### src/design/ctcp_pkg.sv
package ctcp_pkg;

   // character codes
   typedef logic [15:0] char_type;

   localparam char_type MARKER_CHAR = 16'h0001;
   localparam char_type SPACE_CHAR  = 16'h0020;
   localparam char_type DLE_CHAR    = 16'h0010;

   // result kinds
   typedef logic [2:0] kind_type;

   localparam kind_type KIND_TEXT  = 3'd0;
   localparam kind_type KIND_KEY   = 3'd1;
   localparam kind_type KIND_PARAM = 3'd2;
   localparam kind_type KIND_NEWP  = 3'd3;
   localparam kind_type KIND_EOL   = 3'd4;

   // sequencer states
   typedef enum logic [3:0] {
      ST_IDLE,
      ST_TEXT,
      ST_READ,
      ST_PROC,
      ST_END_DLE,
      ST_REL_MARK,
      ST_REL_READ,
      ST_REL_PROC,
      ST_EOL
   } state_type;

   // outcome of unquoting the character after a dle
   typedef struct packed {
      logic     hit;
      char_type value;
   } unescape_type;

   function automatic unescape_type unescape(input char_type c);
      unescape_type r;
      r.hit   = 1'b1;
      r.value = '0;
      case (c)
         16'h0030: r.value = 16'h0000;
         16'h0031: r.value = 16'h0001;
         16'h006E: r.value = 16'h000A;
         16'h0072: r.value = 16'h000D;
         16'h0040: r.value = 16'h0020;
         16'h0010: r.value = 16'h0010;
         default:  r.hit   = 1'b0;
      endcase
      return r;
   endfunction

endpackage

### src/design/ctcp_if.sv
interface ctcp_req_if;
   import ctcp_pkg::*;

   logic     valid;
   logic     ready;
   char_type char_in;
   logic     line_last;

   modport source (output valid, output char_in, output line_last, input ready);
   modport sink (input valid, input char_in, input line_last, output ready);
endinterface

interface ctcp_rsp_if;
   import ctcp_pkg::*;

   logic     valid;
   logic     ready;
   kind_type kind;
   char_type char_out;
   logic     event_last;
   logic     overflow;

   modport source (output valid, output kind, output char_out, output event_last,
                   output overflow, input ready);
   modport sink (input valid, input kind, input char_out, input event_last,
                 input overflow, output ready);
endinterface

### src/design/ctcp_message_extractor.sv
// channel   | port     | direction | carries
// ----------+----------+-----------+------------------------------------------
// request   | req_chan | in        | char_in, line_last
// response  | rsp_chan | out       | kind, char_out, event_last, overflow
//
// A plain text character passes through the text state; an opening marker or
// a buffered character is taken in idle. At a closing marker the body is
// drained from the body memory, each stored character by a read and then a
// step of the shared decode, plus another decode step for a kept dle; a line
// end release emits the marker, then drains the body the same way. The end of
// line result comes last. Reset is synchronous and clears the sequencer, body
// state and response valid only. A stalled response holds the sequencer.
module ctcp_message_extractor #(
   parameter int BODY_DEPTH = 60
) (
   input logic      clock,
   input logic      reset,
   ctcp_req_if.sink   req_chan,
   ctcp_rsp_if.source rsp_chan
);
   import ctcp_pkg::*;

   localparam int CNT_W = $clog2(BODY_DEPTH + 1);
   localparam int IDX_W = (BODY_DEPTH > 1) ? $clog2(BODY_DEPTH) : 1;

   // body memory
   char_type body_mem [BODY_DEPTH];
   char_type rd_data_ff;

   state_type  state_ff, state_in;
   logic       inside_ff, inside_in;
   logic [CNT_W-1:0] count_ff, count_in;
   logic [CNT_W-1:0] idx_ff, idx_in;
   logic       body_ovf_ff, body_ovf_in;
   logic       param_ff, param_in;
   logic       pending_ff, pending_in;
   char_type   hold_char_ff, hold_char_in;
   logic       hold_last_ff, hold_last_in;

   logic       rsp_valid_ff, rsp_valid_in;
   kind_type   rsp_kind_ff, rsp_kind_in;
   char_type   rsp_char_ff, rsp_char_in;
   logic       rsp_last_ff, rsp_last_in;
   logic       rsp_ovf_ff, rsp_ovf_in;

   logic       wr_en;
   logic       out_free;
   logic       emit;
   kind_type   em_kind;
   char_type   em_char;
   logic       em_last;
   logic       em_ovf;
   logic       final_char;
   logic [CNT_W-1:0] idx_next;
   unescape_type esc;

   assign out_free   = !rsp_valid_ff || rsp_chan.ready;
   assign idx_next   = idx_ff + CNT_W'(1);
   assign final_char = (idx_next == count_ff);
   assign esc        = unescape(rd_data_ff);

   assign req_chan.ready      = (state_ff == ST_IDLE);
   assign rsp_chan.valid      = rsp_valid_ff;
   assign rsp_chan.kind       = rsp_kind_ff;
   assign rsp_chan.char_out   = rsp_char_ff;
   assign rsp_chan.event_last = rsp_last_ff;
   assign rsp_chan.overflow   = rsp_ovf_ff;

   // sequencer and shared decode step
   always_comb begin
      state_in     = state_ff;
      inside_in    = inside_ff;
      count_in     = count_ff;
      idx_in       = idx_ff;
      body_ovf_in  = body_ovf_ff;
      param_in     = param_ff;
      pending_in   = pending_ff;
      hold_char_in = hold_char_ff;
      hold_last_in = hold_last_ff;
      wr_en        = 1'b0;
      emit         = 1'b0;
      em_kind      = KIND_TEXT;
      em_char      = '0;
      em_last      = 1'b0;
      em_ovf       = 1'b0;

      case (state_ff)
         ST_IDLE: begin
            if (req_chan.valid) begin
               hold_char_in = req_chan.char_in;
               hold_last_in = req_chan.line_last;
               if (!inside_ff) begin
                  if (req_chan.char_in == MARKER_CHAR) begin
                     inside_in   = 1'b1;
                     count_in    = '0;
                     body_ovf_in = 1'b0;
                     state_in    = req_chan.line_last ? ST_REL_MARK : ST_IDLE;
                  end else begin
                     state_in = ST_TEXT;
                  end
               end else if (req_chan.char_in == MARKER_CHAR) begin
                  if (count_ff == '0) begin
                     inside_in   = 1'b0;
                     body_ovf_in = 1'b0;
                     state_in    = req_chan.line_last ? ST_EOL : ST_IDLE;
                  end else begin
                     idx_in     = '0;
                     param_in   = 1'b0;
                     pending_in = 1'b0;
                     state_in   = ST_READ;
                  end
               end else begin
                  if (count_ff < CNT_W'(BODY_DEPTH)) begin
                     wr_en    = 1'b1;
                     count_in = count_ff + CNT_W'(1);
                  end else begin
                     body_ovf_in = 1'b1;
                  end
                  state_in = req_chan.line_last ? ST_REL_MARK : ST_IDLE;
               end
            end
         end

         ST_TEXT: begin
            emit    = 1'b1;
            em_kind = KIND_TEXT;
            em_char = hold_char_ff;
            if (out_free) begin
               state_in = hold_last_ff ? ST_EOL : ST_IDLE;
            end
         end

         ST_READ: begin
            state_in = ST_PROC;
         end

         // one body character per step, a character after a kept dle twice: keyword, then parameters
         ST_PROC: begin
            em_ovf = body_ovf_ff;
            if (!param_ff) begin
               emit = 1'b1;
               if (rd_data_ff == SPACE_CHAR) begin
                  em_kind = KIND_NEWP;
               end else begin
                  em_kind = KIND_KEY;
                  em_char = rd_data_ff;
               end
               em_last = final_char;
               if (out_free) begin
                  if (rd_data_ff == SPACE_CHAR) begin
                     param_in = 1'b1;
                  end
                  if (final_char) begin
                     inside_in   = 1'b0;
                     count_in    = '0;
                     body_ovf_in = 1'b0;
                     state_in    = hold_last_ff ? ST_EOL : ST_IDLE;
                  end else begin
                     idx_in   = idx_next;
                     state_in = ST_READ;
                  end
               end
            end else if (pending_ff) begin
               emit    = 1'b1;
               em_kind = KIND_PARAM;
               if (esc.hit) begin
                  em_char = esc.value;
                  em_last = final_char;
                  if (out_free) begin
                     pending_in = 1'b0;
                     if (final_char) begin
                        inside_in   = 1'b0;
                        count_in    = '0;
                        body_ovf_in = 1'b0;
                        state_in    = hold_last_ff ? ST_EOL : ST_IDLE;
                     end else begin
                        idx_in   = idx_next;
                        state_in = ST_READ;
                     end
                  end
               end else begin
                  // dle kept as is, this character is decoded again
                  em_char = DLE_CHAR;
                  if (out_free) begin
                     pending_in = 1'b0;
                  end
               end
            end else if (rd_data_ff == DLE_CHAR) begin
               pending_in = 1'b1;
               if (final_char) begin
                  state_in = ST_END_DLE;
               end else begin
                  idx_in   = idx_next;
                  state_in = ST_READ;
               end
            end else begin
               emit = 1'b1;
               if (rd_data_ff == SPACE_CHAR) begin
                  em_kind = KIND_NEWP;
               end else begin
                  em_kind = KIND_PARAM;
                  em_char = rd_data_ff;
               end
               em_last = final_char;
               if (out_free) begin
                  if (final_char) begin
                     inside_in   = 1'b0;
                     count_in    = '0;
                     body_ovf_in = 1'b0;
                     state_in    = hold_last_ff ? ST_EOL : ST_IDLE;
                  end else begin
                     idx_in   = idx_next;
                     state_in = ST_READ;
                  end
               end
            end
         end

         // trailing dle of the body
         ST_END_DLE: begin
            emit    = 1'b1;
            em_kind = KIND_PARAM;
            em_char = DLE_CHAR;
            em_last = 1'b1;
            em_ovf  = body_ovf_ff;
            if (out_free) begin
               pending_in  = 1'b0;
               inside_in   = 1'b0;
               count_in    = '0;
               body_ovf_in = 1'b0;
               state_in    = hold_last_ff ? ST_EOL : ST_IDLE;
            end
         end

         // unclosed opener released as text
         ST_REL_MARK: begin
            emit    = 1'b1;
            em_kind = KIND_TEXT;
            em_char = MARKER_CHAR;
            em_ovf  = body_ovf_ff;
            if (out_free) begin
               if (count_ff == '0) begin
                  inside_in   = 1'b0;
                  body_ovf_in = 1'b0;
                  state_in    = ST_EOL;
               end else begin
                  idx_in   = '0;
                  state_in = ST_REL_READ;
               end
            end
         end

         ST_REL_READ: begin
            state_in = ST_REL_PROC;
         end

         ST_REL_PROC: begin
            emit    = 1'b1;
            em_kind = KIND_TEXT;
            em_char = rd_data_ff;
            em_ovf  = body_ovf_ff;
            if (out_free) begin
               if (final_char) begin
                  inside_in   = 1'b0;
                  count_in    = '0;
                  body_ovf_in = 1'b0;
                  state_in    = ST_EOL;
               end else begin
                  idx_in   = idx_next;
                  state_in = ST_REL_READ;
               end
            end
         end

         ST_EOL: begin
            emit    = 1'b1;
            em_kind = KIND_EOL;
            if (out_free) begin
               state_in = ST_IDLE;
            end
         end

         default: begin
            state_in = ST_IDLE;
         end
      endcase
   end

   // response register
   always_comb begin
      rsp_valid_in = rsp_valid_ff && !rsp_chan.ready;
      rsp_kind_in  = rsp_kind_ff;
      rsp_char_in  = rsp_char_ff;
      rsp_last_in  = rsp_last_ff;
      rsp_ovf_in   = rsp_ovf_ff;
      if (emit && out_free) begin
         rsp_valid_in = 1'b1;
         rsp_kind_in  = em_kind;
         rsp_char_in  = em_char;
         rsp_last_in  = em_last;
         rsp_ovf_in   = em_ovf;
      end
   end

   // control registers
   always_ff @(posedge clock) begin
      if (reset) begin
         state_ff     <= ST_IDLE;
         inside_ff    <= 1'b0;
         count_ff     <= '0;
         idx_ff       <= '0;
         body_ovf_ff  <= 1'b0;
         param_ff     <= 1'b0;
         pending_ff   <= 1'b0;
         rsp_valid_ff <= 1'b0;
      end else begin
         state_ff     <= state_in;
         inside_ff    <= inside_in;
         count_ff     <= count_in;
         idx_ff       <= idx_in;
         body_ovf_ff  <= body_ovf_in;
         param_ff     <= param_in;
         pending_ff   <= pending_in;
         rsp_valid_ff <= rsp_valid_in;
      end
   end

   // payload registers
   always_ff @(posedge clock) begin
      hold_char_ff <= hold_char_in;
      hold_last_ff <= hold_last_in;
      rsp_kind_ff  <= rsp_kind_in;
      rsp_char_ff  <= rsp_char_in;
      rsp_last_ff  <= rsp_last_in;
      rsp_ovf_ff   <= rsp_ovf_in;
   end

   // body memory write and registered read
   always_ff @(posedge clock) begin
      if (wr_en) begin
         body_mem[count_ff[IDX_W-1:0]] <= req_chan.char_in;
      end
      rd_data_ff <= body_mem[idx_ff[IDX_W-1:0]];
   end

endmodule
### src/flat_wrapper.sv
// flat-port wrapper written by rule: the top's interface ports become plain ports
module ctcp_message_extractor_flat import ctcp_pkg::*;
#(
   parameter int BODY_DEPTH = 60
)
  (clock, reset, req_chan_valid, req_chan_char_in, req_chan_line_last, req_chan_ready, rsp_chan_valid, rsp_chan_kind, rsp_chan_char_out, rsp_chan_event_last, rsp_chan_overflow, rsp_chan_ready);
  ctcp_req_if req_chan_i ();
  ctcp_rsp_if rsp_chan_i ();
  input logic clock;
  input logic reset;
  input wire logic [$bits(req_chan_i.valid)-1:0] req_chan_valid;
  input wire logic [$bits(req_chan_i.char_in)-1:0] req_chan_char_in;
  input wire logic [$bits(req_chan_i.line_last)-1:0] req_chan_line_last;
  output wire logic [$bits(req_chan_i.ready)-1:0] req_chan_ready;
  output wire logic [$bits(rsp_chan_i.valid)-1:0] rsp_chan_valid;
  output wire logic [$bits(rsp_chan_i.kind)-1:0] rsp_chan_kind;
  output wire logic [$bits(rsp_chan_i.char_out)-1:0] rsp_chan_char_out;
  output wire logic [$bits(rsp_chan_i.event_last)-1:0] rsp_chan_event_last;
  output wire logic [$bits(rsp_chan_i.overflow)-1:0] rsp_chan_overflow;
  input wire logic [$bits(rsp_chan_i.ready)-1:0] rsp_chan_ready;
  assign req_chan_i.valid = req_chan_valid;
  assign req_chan_i.char_in = req_chan_char_in;
  assign req_chan_i.line_last = req_chan_line_last;
  assign req_chan_ready = req_chan_i.ready;
  assign rsp_chan_valid = rsp_chan_i.valid;
  assign rsp_chan_kind = rsp_chan_i.kind;
  assign rsp_chan_char_out = rsp_chan_i.char_out;
  assign rsp_chan_event_last = rsp_chan_i.event_last;
  assign rsp_chan_overflow = rsp_chan_i.overflow;
  assign rsp_chan_i.ready = rsp_chan_ready;
  ctcp_message_extractor #(.BODY_DEPTH(BODY_DEPTH)) u_core (.clock(clock), .reset(reset), .req_chan(req_chan_i), .rsp_chan(rsp_chan_i));
endmodule
### config.mk
export PLATFORM = sky130hd
export DESIGN_NAME = ctcp_message_extractor_flat
export DESIGN_NICKNAME = d
export VERILOG_FILES = /design/src/design/ctcp_pkg.sv /design/src/design/ctcp_if.sv /design/src/design/ctcp_message_extractor.sv /design/src/flat_wrapper.sv
export SDC_FILE = /design/constraint.sdc
export NUM_CORES = 1
export LEC_CHECK = 0
export ABC_AREA = 1
export BUFFER_PORTS_ARGS = -buffer_cell sky130_fd_sc_hd__clkbuf_2
export CAP_MARGIN = 20
export CORE_UTILIZATION = 52
export DETAILED_ROUTE_END_ITERATION = 10
export PLACE_DENSITY_LB_ADDON = 0.12
export SYNTH_ARGS = -nofsm -noshare
export SYNTH_HDL_FRONTEND = slang
export SYNTH_SLANG_ARGS = --single-unit
### constraint.sdc
create_clock -name clock -period 4.8 [get_ports clock]
set_input_delay 0.72 -clock clock [delete_from_list [all_inputs] [get_ports clock]]
set_output_delay 0.72 -clock clock [all_outputs]
set_load 0.1 [all_outputs]
==> impl_metrics.yaml <==
status:
  status: "finished, final reports clean"
route:
  drt_wl_total_mm: 124
  route.antenna.remaining_nets: 0
  vias: 28841
  via_per_inst: 6.37
  wl_per_cell_um: 27.4
  drt_pass1_iterations: 6
  drtIter0Drc: 3658
  post-route-drc-count: 0
cts:
  cts_hold_buf: 0
  cts_sinks: 1035
  cts-buffers-inserted: 103
  htree_levels: 3
  cts_buffer_depth: 3
  cts_tree: "built"
  cts_setup_buffers: 0
  post_cts_resized: 0
  path_clk_slew_ns: 0.06
  root_buffer: "clkbuf_16"
  clk_latency_ns: 0.68
die:
  coreArea_um2: 79100
  die_y_um: 285
  num_rows: 103
  dieArea_um2: 81100
  initial_utilization_pct: 52.6
  num_io_pins: 44
  die_w_um: 285
flow_run:
  cap_violations: 0
global_route:
  global_route.usage.total_pct: 30.5
  first_global_vias: 27266
  grt_pass1_wl_mm: 181
  grt-ovfl-total: 0
  antenna_found_initial: 3
  grt_max_degree: 153
finish:
  final_area_um2: 46900
  final_cell_mix: "edfxtp_1, nor2_1, o21ai_0, nand2_1, nand3_1"
  layout-drive-gt1-share_pct: 10.6
  regArea_um2: 30700
  stdcell_count: 4529
  areaGrowthSynthToFinish_pct: 12.7
  final_common_cell: "edfxtp_1"
  num-fill-cells: 6307
  layout.nets: 3415
  multi_input_area_um2: 9700
  final_core_util_pct: 59.2
timing:
  period_share_pct: 74.0
  skew_ns: 0.0229
  slew_violations: 0
  setup_viol: 0
  holdWs_ns: 0.331
  hold_viol: 0
  finalSetupTns_ns: 0
  max_freq_mhz: 282
  rsz0062_at_grt: "false"
  worstMarginPinSlew_ns: 1.14
  fin_crit_ns: 3.55
  fin_ws_ns: 1.25
  slew_headroom_pct: 23.6
synth:
  syn_nets: 3356
  syn_area_um2: 41600
  ys_ff_latch: 1035
  synthArstFlopShare_pct: 0
  ys_types: 42
  synth_edf_count: 998
  syn_inst: 3332
  ys.flop_type: "edfxtp_1"
  syn_avg_cell_area_um2: 12.5
  synth_seq_area_share_pct: 73.8
  yosysWarnings: 0
setup_path:
  critical_path_class: "reg2reg"
  reg2reg_slack_ns: 1.25
  critPathMostFrequentCell: "nor2_1"
  cpMaxStageDelayCell: "nor2_1"
  cp_data_required_time_ns: 5.18
  crit_arrival_ns: 3.93
  critPathMaxFanout: 10
  cp_cell_sequence: "nand2_1 -> nor2_1 -> inv_1 -> nor2_1 -> nor2_1 -> nand3_1 -> nor2_1 -> nand3_2 -> nor2_1 -> buf_4"
  start_kind: "flop"
  cpPeakStageDelay_ns: 0.73
  cp-end-kind: "flop"
place:
  dp_cells: 4312
  dp_hpwl_mm: 74.4
  place_area_um2: 43200
  gp_congestion: 0.951
  pre_cts_slack_ns: 0.410
  numPortBuffers: 43
power_and_ir_drop:
  power_leakage_nw: 15.6
  ir_drop_mv: 0.292
  p_per_area_nw_per_um2: 439
  total_power_mw: 20.6
min_path:
  hp-class: "in2reg"
-- critical path, delay by kind of cell, from the launching register on --
family | cells | cell delay, ns
and+or+nand+nor | 8 | 2.28
buffers and inverters | 2 | 0.51
DFF | 1 | 0.46
-- report_power, final --
group / internal (mW) / switching, mW
clock: 4.86 / 3.43
combinational: 0.357 / 1.68
sequential: 10.1 / 0.0954
-- final cells by class --
type	instances	share of cell area (%)
clock buffer	126	5.75
tap	1050	2.80
multi-input combinational	1999	20.7
inverter	83	0.697
timing repair buffer	169	2.82
antenna	3	0.0160
clock inverter	64	1.67
sequential	1035	65.5
-- worst paths after layout --
| kind | from | endpoint | cells past startpoint |
|---|---|---|---|
| setup / recovery | u_core.count_ff[4] | u_core.body_mem[28][13] | 10 |
| hold / removal | req_chan_line_last | u_core.hold_last_ff | 1 |
| setup reg to reg | u_core.count_ff[4] | u_core.body_mem[28][13] | 10 |
| hold reg to reg | u_core.state_ff[1] | u_core.state_ff[1] | 2 |
-- cells by family after synthesis --
| kind of cell | count (synthesis) | synth area share [%] |
|---|---|---|
| AND/OR/NAND/NOR | 1127 | 11.2 |
| flip-flops | 1035 | 73.8 |
| AO/OA/AOI/OAI | 869 | 12.0 |
| buffers and inverters | 298 | 2.91 |
| adder cells (fa/ha/maj) | 3 | 0.0902 |
-- cells in the mapped netlist (3+ instances only) --
master | count | area [µm²]
nand3_2 | 4 | 40.0
clkbuf_1 | 137 | 514
inv_2 | 15 | 56.3
o21ai_0 | 510 | 2550
o211ai_1 | 24 | 180
buf_2 | 55 | 275
buf_1 | 18 | 67.6
nor2_1 | 605 | 2270
dfxtp_1 | 37 | 741
ha_1 | 3 | 37.5
inv_1 | 65 | 244
edfxtp_1 | 998 | 30000
nor3_1 | 17 | 85.1
nor4_1 | 4 | 25.0
nor2_4 | 5 | 56.3
buf_4 | 4 | 30.0
nand3_1 | 170 | 851
nand4_1 | 12 | 75.1
o21ai_1 | 10 | 50.1
o22ai_1 | 161 | 1010
nor2_2 | 4 | 25.0
a31oi_1 | 18 | 113
a41oi_1 | 9 | 78.8
o221ai_1 | 80 | 701
nand2_2 | 5 | 31.3
clkinv_1 | 3 | 11.3
nand2_1 | 294 | 1100
a21oi_1 | 49 | 245
-- routing by layer --
layer | global-route usage [%] | vias to the layer above | part of all wire (%)
li1 | - | 12484 | -
met1 | 43.2 | 14259 | 40
met2 | 46.8 | 1804 | 46
met3 | 4.65 | 294 | 9.4
met4 | 13.7 | 0 | 4.7
met5 | 0 | - | 0
-- flip-flops by register name (all words and copies together) (netlist names), 3 cells and up --
signal                    count
u_core.rd_data_ff            16
u_core.count_ff               6
u_core.rsp_chan.char_out     16
u_core.body_mem             960
u_core.rsp_chan.kind          3
u_core.state_ff               4
u_core.idx_ff                 6
u_core.hold_char_ff          16
No activity file was read; power rests on OpenSTA's default activity.
